**config.mk**
```make
export PLATFORM = sky130hd
export DESIGN_NAME = l2_vector_normalize_flat
export DESIGN_NICKNAME = d
export VERILOG_FILES = /design/src/rtl/l2n_pkg.sv /design/src/rtl/l2n_if.sv /design/src/rtl/l2_vector_normalize.sv /design/src/flat_wrapper.sv
export SDC_FILE = /design/constraint.sdc
export NUM_CORES = 2
export LEC_CHECK = 0
export ABC_CLOCK_PERIOD_IN_PS = 16450
export BUFFER_PORTS_ARGS = -buffer_cell sky130_fd_sc_hd__buf_2
export CORE_MARGIN = 4
export CORE_UTILIZATION = 40
export CTS_BUF_LIST = sky130_fd_sc_hd__clkbuf_8
export CTS_CLUSTER_DIAMETER = 80
export CTS_CLUSTER_SIZE = 30
export DETAILED_ROUTE_END_ITERATION = 12
export HOLD_SLACK_MARGIN = 0.02
export PLACE_DENSITY = 0.6
export SYNTH_ARGS = -nofsm -noshare
export SYNTH_HDL_FRONTEND = slang
export SYNTH_SLANG_ARGS = --single-unit
```
**constraint.sdc**
```tcl
create_clock -name clk -period 16.45 [get_ports clk]
set_input_delay 3.29 -clock clk [delete_from_list [all_inputs] [get_ports clk]]
set_output_delay 3.29 -clock clk [all_outputs]
set_load 0.1 [all_outputs]
```
**src/rtl/l2n_pkg.sv**
```systemverilog
`timescale 1ns / 1ps

package l2n_pkg;

  localparam int ELEM_W           = 16;   // Q3.12 element / Q0.15 result
  localparam int CFG_W            = 32;   // min_sum_squares
  localparam int SUM_W            = 38;   // sum of squares, Q.24
  localparam int SQ_W             = 32;   // one square
  localparam int MAX_ELEMENTS_DEF = 64;
  localparam int MAX_ELEMENTS_LIM = 64;

  // digit-by-digit root: two bits of the operand per iteration
  localparam int SQRT_ITERS = SUM_W / 2;
  localparam int ROOT_W     = SQRT_ITERS;
  localparam int SQ_REM_W   = ROOT_W + 3;
  localparam int ITER_W     = $clog2(SQRT_ITERS);

  // restoring divide, element magnitude below the norm -> 15 quotient bits
  localparam int Q_W        = ELEM_W - 1;
  localparam int DIV_BITS   = 5;
  localparam int DIV_CYCLES = Q_W / DIV_BITS;
  localparam int DV_W       = ROOT_W + 1;
  localparam int DCNT_W     = $clog2(DIV_CYCLES + 1);

  localparam logic [Q_W-1:0] Q15_MAX = {Q_W{1'b1}};

  typedef enum logic [5:0] {
    S_LOAD  = 6'b000001,
    S_CHECK = 6'b000010,
    S_ROOT  = 6'b000100,
    S_READ  = 6'b001000,
    S_DIV   = 6'b010000,
    S_PUT   = 6'b100000
  } state_t;

endpackage

```
**src/rtl/l2n_if.sv**
```systemverilog
`timescale 1ns / 1ps

interface l2n_elem_if;
  logic                              valid;
  logic                              ready;
  logic signed [l2n_pkg::ELEM_W-1:0] element_value;
  logic                              is_last;

  modport source (output valid, output element_value, output is_last, input ready);
  modport sink   (input valid, input element_value, input is_last, output ready);
endinterface

interface l2n_result_if;
  logic                              valid;
  logic                              ready;
  logic signed [l2n_pkg::ELEM_W-1:0] result_value;
  logic                              was_scaled;
  logic                              was_truncated;
  logic                              is_final;

  modport source (output valid, output result_value, output was_scaled,
                  output was_truncated, output is_final, input ready);
  modport sink   (input valid, input result_value, input was_scaled,
                  input was_truncated, input is_final, output ready);
endinterface

interface l2n_cfg_if;
  logic                       valid;
  logic                       ready;
  logic [l2n_pkg::CFG_W-1:0]  data;

  modport source (output valid, output data, input ready);
  modport sink   (input valid, input data, output ready);
endinterface

```
**src/rtl/l2_vector_normalize.sv**
```systemverilog
`timescale 1ns / 1ps

// channel   dir  payload                                              request when
// element   in   element_value[15:0] s, is_last                       valid & ready
// result    out  result_value[15:0] s, was_scaled, was_truncated,     valid & ready
//                is_final
// cfg       in   data[31:0] -> min_sum_squares                        valid & ready
//
// Loading takes one element a cycle. After the last element: a check state, then
// 19 root iterations (one pair of sum bits a cycle) when the vector is scaled.
// Each result then passes through store read, operand latch, divide steps
// (5 quotient bits each) and output load. A stalled result register holds the
// emit sequence. Element store is not cleared on reset; reset is synchronous.

module l2_vector_normalize #(
  parameter int MAX_ELEMENTS = l2n_pkg::MAX_ELEMENTS_DEF
) (
  input logic           clk,
  input logic           rst,
  l2n_elem_if.sink      element,
  l2n_result_if.source  result,
  l2n_cfg_if.sink       cfg
);

  localparam int AW = (MAX_ELEMENTS > 1) ? $clog2(MAX_ELEMENTS) : 1;
  localparam int CW = $clog2(MAX_ELEMENTS + 1);

  l2n_pkg::state_t state;

  logic [CW-1:0]                   count;
  logic [CW-1:0]                   idx;
  logic [l2n_pkg::SUM_W-1:0]       sum;
  logic                            ovf;
  logic [l2n_pkg::CFG_W-1:0]       min_sum;
  logic [l2n_pkg::ITER_W-1:0]      iter;
  logic [l2n_pkg::DCNT_W-1:0]      dcnt;
  logic                            out_valid;

  logic signed [l2n_pkg::ELEM_W-1:0] store [MAX_ELEMENTS];
  logic [l2n_pkg::ELEM_W-1:0]        rd_data;

  // datapath
  logic                            scale;
  logic [l2n_pkg::SUM_W-1:0]       sq_x;
  logic [l2n_pkg::SQ_REM_W-1:0]    sq_rem;
  logic [l2n_pkg::ROOT_W-1:0]      sq_root;
  logic [l2n_pkg::ELEM_W-1:0]      raw;
  logic                            neg;
  logic                            sat;
  logic [l2n_pkg::DV_W-1:0]        dv_rem;
  logic [l2n_pkg::Q_W-1:0]         dv_q;

  logic signed [l2n_pkg::ELEM_W-1:0] out_value;
  logic                              out_scaled;
  logic                              out_trunc;
  logic                              out_final;

  logic                            elem_acc;
  logic                            wr_en;
  logic                            put_go;
  logic                            is_final_elem;
  logic                            sum_above;
  logic signed [l2n_pkg::SQ_W-1:0] square;
  logic [l2n_pkg::ELEM_W-1:0]      mag;
  logic [l2n_pkg::SQ_REM_W-1:0]    sq_rem_sh;
  logic [l2n_pkg::SQ_REM_W-1:0]    sq_trial;
  logic                            sq_ge;
  logic [l2n_pkg::SQ_REM_W-1:0]    sq_rem_next;
  logic [l2n_pkg::ROOT_W-1:0]      sq_root_next;
  logic [l2n_pkg::DV_W-1:0]        dv_rem_next;
  logic [l2n_pkg::Q_W-1:0]         dv_q_next;
  logic [l2n_pkg::Q_W-1:0]         q_mag;
  logic [l2n_pkg::ELEM_W-1:0]      q_pos;
  logic [l2n_pkg::ELEM_W-1:0]      res_next;

  assign element.ready = (state == l2n_pkg::S_LOAD);
  assign cfg.ready     = 1'b1;

  assign elem_acc  = element.valid && element.ready;
  assign wr_en     = elem_acc && (count < CW'(MAX_ELEMENTS));
  assign square    = element.element_value * element.element_value;
  assign sum_above = sum > {{(l2n_pkg::SUM_W - l2n_pkg::CFG_W){1'b0}}, min_sum};

  assign put_go        = (state == l2n_pkg::S_PUT) && (!out_valid || result.ready);
  assign is_final_elem = (CW'(idx + CW'(1)) == count);

  // root iteration
  assign sq_rem_sh    = {sq_rem[l2n_pkg::SQ_REM_W-3:0], sq_x[l2n_pkg::SUM_W-1 -: 2]};
  assign sq_trial     = {1'b0, sq_root, 2'b01};
  assign sq_ge        = sq_rem_sh >= sq_trial;
  assign sq_rem_next  = sq_ge ? (sq_rem_sh - sq_trial) : sq_rem_sh;
  assign sq_root_next = {sq_root[l2n_pkg::ROOT_W-2:0], sq_ge};

  assign mag = rd_data[l2n_pkg::ELEM_W-1] ? (~rd_data + l2n_pkg::ELEM_W'(1)) : rd_data;

  always_comb begin
    logic [l2n_pkg::DV_W-1:0] dv_t;
    dv_rem_next = dv_rem;
    dv_q_next   = dv_q;
    for (int k = 0; k < l2n_pkg::DIV_BITS; k++) begin
      dv_t = {dv_rem_next[l2n_pkg::DV_W-2:0], 1'b0};
      if (dv_t >= {1'b0, sq_root}) begin
        dv_rem_next = dv_t - {1'b0, sq_root};
        dv_q_next   = {dv_q_next[l2n_pkg::Q_W-2:0], 1'b1};
      end else begin
        dv_rem_next = dv_t;
        dv_q_next   = {dv_q_next[l2n_pkg::Q_W-2:0], 1'b0};
      end
    end
  end

  // magnitude >= norm means the quotient is at least 1.0
  assign q_mag    = sat ? l2n_pkg::Q15_MAX : dv_q;
  assign q_pos    = {1'b0, q_mag};
  assign res_next = !scale ? raw : (neg ? (~q_pos + l2n_pkg::ELEM_W'(1)) : q_pos);

  always_ff @(posedge clk) begin
    if (wr_en) begin
      store[count[AW-1:0]] <= element.element_value;
    end
    rd_data <= store[idx[AW-1:0]];
  end

  always_ff @(posedge clk) begin
    if (rst) begin
      state     <= l2n_pkg::S_LOAD;
      count     <= '0;
      idx       <= '0;
      sum       <= '0;
      ovf       <= 1'b0;
      min_sum   <= '0;
      iter      <= '0;
      dcnt      <= '0;
      out_valid <= 1'b0;
    end else begin
      if (cfg.valid) begin
        min_sum <= cfg.data;
      end
      if (put_go) begin
        out_valid <= 1'b1;
      end else if (result.ready) begin
        out_valid <= 1'b0;
      end
      unique case (state)
        l2n_pkg::S_LOAD: begin
          if (elem_acc) begin
            if (wr_en) begin
              sum   <= sum + {{(l2n_pkg::SUM_W - l2n_pkg::SQ_W){1'b0}}, square};
              count <= CW'(count + CW'(1));
            end else begin
              ovf <= 1'b1;
            end
            if (element.is_last) begin
              state <= l2n_pkg::S_CHECK;
            end
          end
        end
        l2n_pkg::S_CHECK: begin
          idx   <= '0;
          iter  <= '0;
          state <= sum_above ? l2n_pkg::S_ROOT : l2n_pkg::S_READ;
        end
        l2n_pkg::S_ROOT: begin
          iter <= l2n_pkg::ITER_W'(iter + l2n_pkg::ITER_W'(1));
          if (iter == l2n_pkg::ITER_W'(l2n_pkg::SQRT_ITERS - 1)) begin
            state <= l2n_pkg::S_READ;
          end
        end
        l2n_pkg::S_READ: begin
          dcnt  <= '0;
          state <= l2n_pkg::S_DIV;
        end
        l2n_pkg::S_DIV: begin
          dcnt <= l2n_pkg::DCNT_W'(dcnt + l2n_pkg::DCNT_W'(1));
          if (dcnt == l2n_pkg::DCNT_W'(l2n_pkg::DIV_CYCLES)) begin
            state <= l2n_pkg::S_PUT;
          end
        end
        l2n_pkg::S_PUT: begin
          if (put_go) begin
            idx <= CW'(idx + CW'(1));
            if (is_final_elem) begin
              count <= '0;
              sum   <= '0;
              ovf   <= 1'b0;
              state <= l2n_pkg::S_LOAD;
            end else begin
              state <= l2n_pkg::S_READ;
            end
          end
        end
        default: state <= l2n_pkg::S_LOAD;
      endcase
    end
  end

  always_ff @(posedge clk) begin
    if (state == l2n_pkg::S_CHECK) begin
      scale   <= sum_above;
      sq_x    <= sum;
      sq_rem  <= '0;
      sq_root <= '0;
    end
    if (state == l2n_pkg::S_ROOT) begin
      sq_x    <= {sq_x[l2n_pkg::SUM_W-3:0], 2'b00};
      sq_rem  <= sq_rem_next;
      sq_root <= sq_root_next;
    end
    if (state == l2n_pkg::S_DIV) begin
      if (dcnt == '0) begin
        raw    <= rd_data;
        neg    <= rd_data[l2n_pkg::ELEM_W-1];
        sat    <= {{(l2n_pkg::ROOT_W - l2n_pkg::ELEM_W){1'b0}}, mag} >= sq_root;
        dv_rem <= {{(l2n_pkg::DV_W - l2n_pkg::ELEM_W){1'b0}}, mag};
        dv_q   <= '0;
      end else begin
        dv_rem <= dv_rem_next;
        dv_q   <= dv_q_next;
      end
    end
    if (put_go) begin
      out_value  <= res_next;
      out_scaled <= scale;
      out_trunc  <= ovf;
      out_final  <= is_final_elem;
    end
  end

  assign result.valid         = out_valid;
  assign result.result_value  = out_value;
  assign result.was_scaled    = out_scaled;
  assign result.was_truncated = out_trunc;
  assign result.is_final      = out_final;

endmodule

```
**src/flat_wrapper.sv**
```systemverilog
// flat-port wrapper written by rule: the top's interface ports become plain ports
module l2_vector_normalize_flat 
#(
  parameter int MAX_ELEMENTS = l2n_pkg::MAX_ELEMENTS_DEF
)
  (clk, rst, element_valid, element_element_value, element_is_last, element_ready, result_valid, result_result_value, result_was_scaled, result_was_truncated, result_is_final, result_ready, cfg_valid, cfg_data, cfg_ready);
  l2n_elem_if element_i ();
  l2n_result_if result_i ();
  l2n_cfg_if cfg_i ();
  input logic clk;
  input logic rst;
  input wire logic [$bits(element_i.valid)-1:0] element_valid;
  input wire logic [$bits(element_i.element_value)-1:0] element_element_value;
  input wire logic [$bits(element_i.is_last)-1:0] element_is_last;
  output wire logic [$bits(element_i.ready)-1:0] element_ready;
  output wire logic [$bits(result_i.valid)-1:0] result_valid;
  output wire logic [$bits(result_i.result_value)-1:0] result_result_value;
  output wire logic [$bits(result_i.was_scaled)-1:0] result_was_scaled;
  output wire logic [$bits(result_i.was_truncated)-1:0] result_was_truncated;
  output wire logic [$bits(result_i.is_final)-1:0] result_is_final;
  input wire logic [$bits(result_i.ready)-1:0] result_ready;
  input wire logic [$bits(cfg_i.valid)-1:0] cfg_valid;
  input wire logic [$bits(cfg_i.data)-1:0] cfg_data;
  output wire logic [$bits(cfg_i.ready)-1:0] cfg_ready;
  assign element_i.valid = element_valid;
  assign element_i.element_value = element_element_value;
  assign element_i.is_last = element_is_last;
  assign element_ready = element_i.ready;
  assign result_valid = result_i.valid;
  assign result_result_value = result_i.result_value;
  assign result_was_scaled = result_i.was_scaled;
  assign result_was_truncated = result_i.was_truncated;
  assign result_is_final = result_i.is_final;
  assign result_i.ready = result_ready;
  assign cfg_i.valid = cfg_valid;
  assign cfg_i.data = cfg_data;
  assign cfg_ready = cfg_i.ready;
  l2_vector_normalize #(.MAX_ELEMENTS(MAX_ELEMENTS)) u_core (.clk(clk), .rst(rst), .element(element_i), .result(result_i), .cfg(cfg_i));
endmodule
```
==> results.json <==
{
  "gp_congestion": 0.889,
  "synth_top_area_share_pct": 52.3,
  "gr-usage-all-layers_pct": 19.1,
  "synthFlopType": "edfxtp_1",
  "r2r_start": "u_core.sq_root[0]",
  "rrSetupSlack_ps": 980,
  "drc": 0,
  "crit_top_cell": "a21oi_1",
  "synth_top_area_cell": "edfxtp_1",
  "drt_iter0_drc": 3699,
  "path_clk_slew_ps": 130,
  "numPortBuffers": 74,
  "finalCritPeriodShare_pct": 94.0,
  "yosys_warnings": 0,
  "cts_setup_buffers": 0,
  "routedWlPerCell_um": 24.1,
  "synth_fp_nets": 5151,
  "yosysUniqueCellTypes": 93,
  "hold_ws_ps": 445,
  "synth_commonest_cells": "edfxtp_1 (1170), inv_1 (392), mux4_2 (336), nor2_1 (315), ha_1 (281)",
  "worstMarginPinSlew_ps": 1240,
  "grt_start_max_net_pins": 78,
  "die_y_um": 418,
  "synthArstFlopShare_pct": 0,
  "fin_crit_ps": 15470,
  "worstSetupStartpointType": "register",
  "cts_hold_buf": 0,
  "initial_core_util_pct": 40.2,
  "dpl.hpwl_um": 113000,
  "drt_pass1_iterations": 5,
  "slew_viol_final": 0,
  "routed_wl_um": 167000,
  "syn_area_per_cell_um2": 14.7,
  "slowest_delay_ps": 660,
  "fin_nets": 5237,
  "setup.worst_path.start": "u_core.sq_root[0]",
  "row_count": 150,
  "crit_type": "register to register",
  "setup_viol": 0,
  "ir_worst_vdd_mv": 0.322,
  "rsz0062_at_grt": "false",
  "grt_pass1_vias": 39000,
  "area_delta_synth_final_pct": 7.71,
  "cp.required_ps": 16970,
  "max_freq_mhz": 64.7,
  "die-area_mm2": 0.175,
  "synth-edff-count": 1170,
  "root_buffer": "clkbuf_8",
  "vias_per_cell": 5.58,
  "endpoint": "u_core.dv_rem[4]",
  "cts.sink_count": 1287,
  "fp.dieW_um": 418,
  "cts_resized": 0,
  "crit_path_max_fanout": 21,
  "gr-total-overflow": 0,
  "grt_first_pass_wirelength_um": 252000,
  "seq_area_frac_synth_pct": 55.8,
  "m1WireLength_um": 73700,
  "syn_area_mm2": 0.0672,
  "ios": 76,
  "min_path_type": "register to register",
  "synth_area_leaders": "edfxtp_1 (52%), mux4_2 (11%), fa_1 (7.2%)",
  "relSlewSlack_pct": 17.3,
  "crit_path_end_kind": "register",
  "coreArea_mm2": 0.167,
  "synth.most_common_cell": "edfxtp_1",
  "route.vias.total": 38600,
  "skew_ps": 96.8,
  "synthCells": 4575,
  "antenna_left": 0,
  "clk_latency_ps": 860,
  "ff2ff_path_depth": 51,
  "cp.arrival_ps": 15990,
  "cts_buffer_depth": 3,
  "dr.max_layer_used": "met4",
  "tritoncts": "done",
  "leakage_nw": 25.8,
  "numCtsBuffers": 73,
  "h-tree-depth": 3,
  "finalHoldViolCount": 0,
  "ys_ff_latch": 1287,
  "status": "finished, final reports clean",
  "power_density_mw_per_mm2": 202,
  "slowest_stage": "o41ai_1",
  "antenna_found_initial": 12,
  "drive_above_1_share_pct": 16.6,
  "r2r-end": "u_core.dv_rem[4]",
  "met2RoutedLength_um": 80700,
  "fin_tns_setup_ps": 0,
  "cap_violations": 0,
  "wl_met3_um": 8780
}
-- layout by cell type, fill, tap and decap left out, types with 12 or more instances in the layout --
| cell | instances |
|---|---|
| xor2_1 | 48 |
| buf_4 | 110 |
| a21o_1 | 77 |
| xnor2_1 | 126 |
| a31oi_1 | 18 |
| a21oi_1 | 198 |
| inv_1 | 396 |
| o21a_1 | 46 |
| or3_1 | 23 |
| buf_2 | 74 |
| ha_1 | 281 |
| a211oi_1 | 19 |
| nor4_1 | 16 |
| nor2b_1 | 35 |
| nand3_1 | 72 |
| fa_1 | 241 |
| and3_1 | 18 |
| o21bai_1 | 20 |
| dfxtp_1 | 113 |
| nand4_1 | 38 |
| nand2_1 | 201 |
| edfxtp_1 | 1170 |
| and2_1 | 64 |
| a21boi_0 | 12 |
| nand2b_1 | 31 |
| inv_8 | 12 |
| mux2i_1 | 65 |
| nand3b_1 | 15 |
| nor2_2 | 45 |
| o211ai_1 | 15 |
| mux2_2 | 43 |
| nor3_1 | 45 |
| mux4_2 | 336 |
| o21ai_0 | 103 |
| clkbuf_8 | 74 |
| a22o_1 | 47 |
| nor2_1 | 271 |
-- final cells by class --
type,instances,area (µm²)
Clock buffer,74,1020
Antenna cell,3,7.51
Sequential cell,1287,37500
Multi-Input combinational cell,2722,27700
Inverter,393,1480
Fill cell,15000,94700
Timing Repair Buffer,184,1200
Tap cell,2204,2760
Clock inverter,56,768
-- critical path: cells and delay by family, from the launching register on --
kind / cells / cell delay [ps]
AO/OA/AOI/OAI: 32 / 9070
flip-flops: 1 / 350
adder cells (fa/ha/maj): 5 / 1740
XOR/XNOR: 1 / 130
AND/OR/NAND/NOR: 6 / 2020
buffers and inverters: 4 / 740
multiplexers: 3 / 1070
-- metrics by stage --
stage / setup WS (ps) / cell area, µm² / total power [W] / cells / utilization (%)
5_1_grt: 84.5 / 72400 / 0.0159 / 6922 / 43.3
4_1_cts: 1170 / 72400 / 0.0147 / 6920 / 43.3
2_1_floorplan: 2970 / 67200 / 0.0110 / 4575 / -
3_5_place_dp: 1260 / 70600 / 0.0129 / 6790 / 42.3
3_3_place_gp: 1610 / 70600 / 0.0128 / 6790 / 42.3
6_report: 982 / 72400 / 0.0146 / 6923 / 43.3
-- kinds of logic (layout without fill, tap and decap cells) --
kind of cell               Yosys count  count (layout)  synth area share (%)
DFF                               1287            1287                  55.8
and+or+nand+nor                    912             912                  6.46
AOI/OAI and AO/OA                  656             656                  6.59
buffers and inverters              566             707                  3.24
adders and majority gates          522             522                  12.4
muxes                              457             457                  13.2
xor gates and xnor gates           174             174                  2.27
other                                1               4               0.00558
-- metal layers --
layer | global-route usage [%] | up-vias
li1 | - | 17300
met2 | 31.7 | 1048
met1 | 27.0 | 20100
met4 | 4.22 | 0
met5 | 0 | -
met3 | 2.43 | 174
-- registers in the layout, indices dropped and copies added (netlist names), 16 cells and up --
signal                      count
u_core.rd_data                 16
u_core.dv_rem                  19
u_core.sq_x                    38
u_core.min_sum                 32
u_core.sq_rem                  20
u_core.store                 1024
u_core.sq_root                 19
u_core.sum                     38
u_core.result.result_value     16
-- power breakdown --
part	switching (W)	internal, W
Sequential	0.0000864	0.00368
Combinational	0.00518	0.00395
Clock	0.00116	0.000560
Total	0.00642	0.00818
-- worst min path at each step --
| stage | startpoint | to | slack [ps] | depth (start not counted) |
|---|---|---|---|---|
| floorplan | u_core.ovf | u_core.result.was_truncated | 410 | 0 |
| CTS | u_core.ovf | u_core.result.was_truncated | 450 | 0 |
| detailed placement | u_core.ovf | u_core.result.was_truncated | 420 | 0 |
| global placement | u_core.ovf | u_core.result.was_truncated | 420 | 0 |
| global route | u_core.ovf | u_core.result.was_truncated | 460 | 0 |
| finish | u_core.ovf | u_core.result.was_truncated | 440 | 0 |
Power figures use the tool's default switching activity.
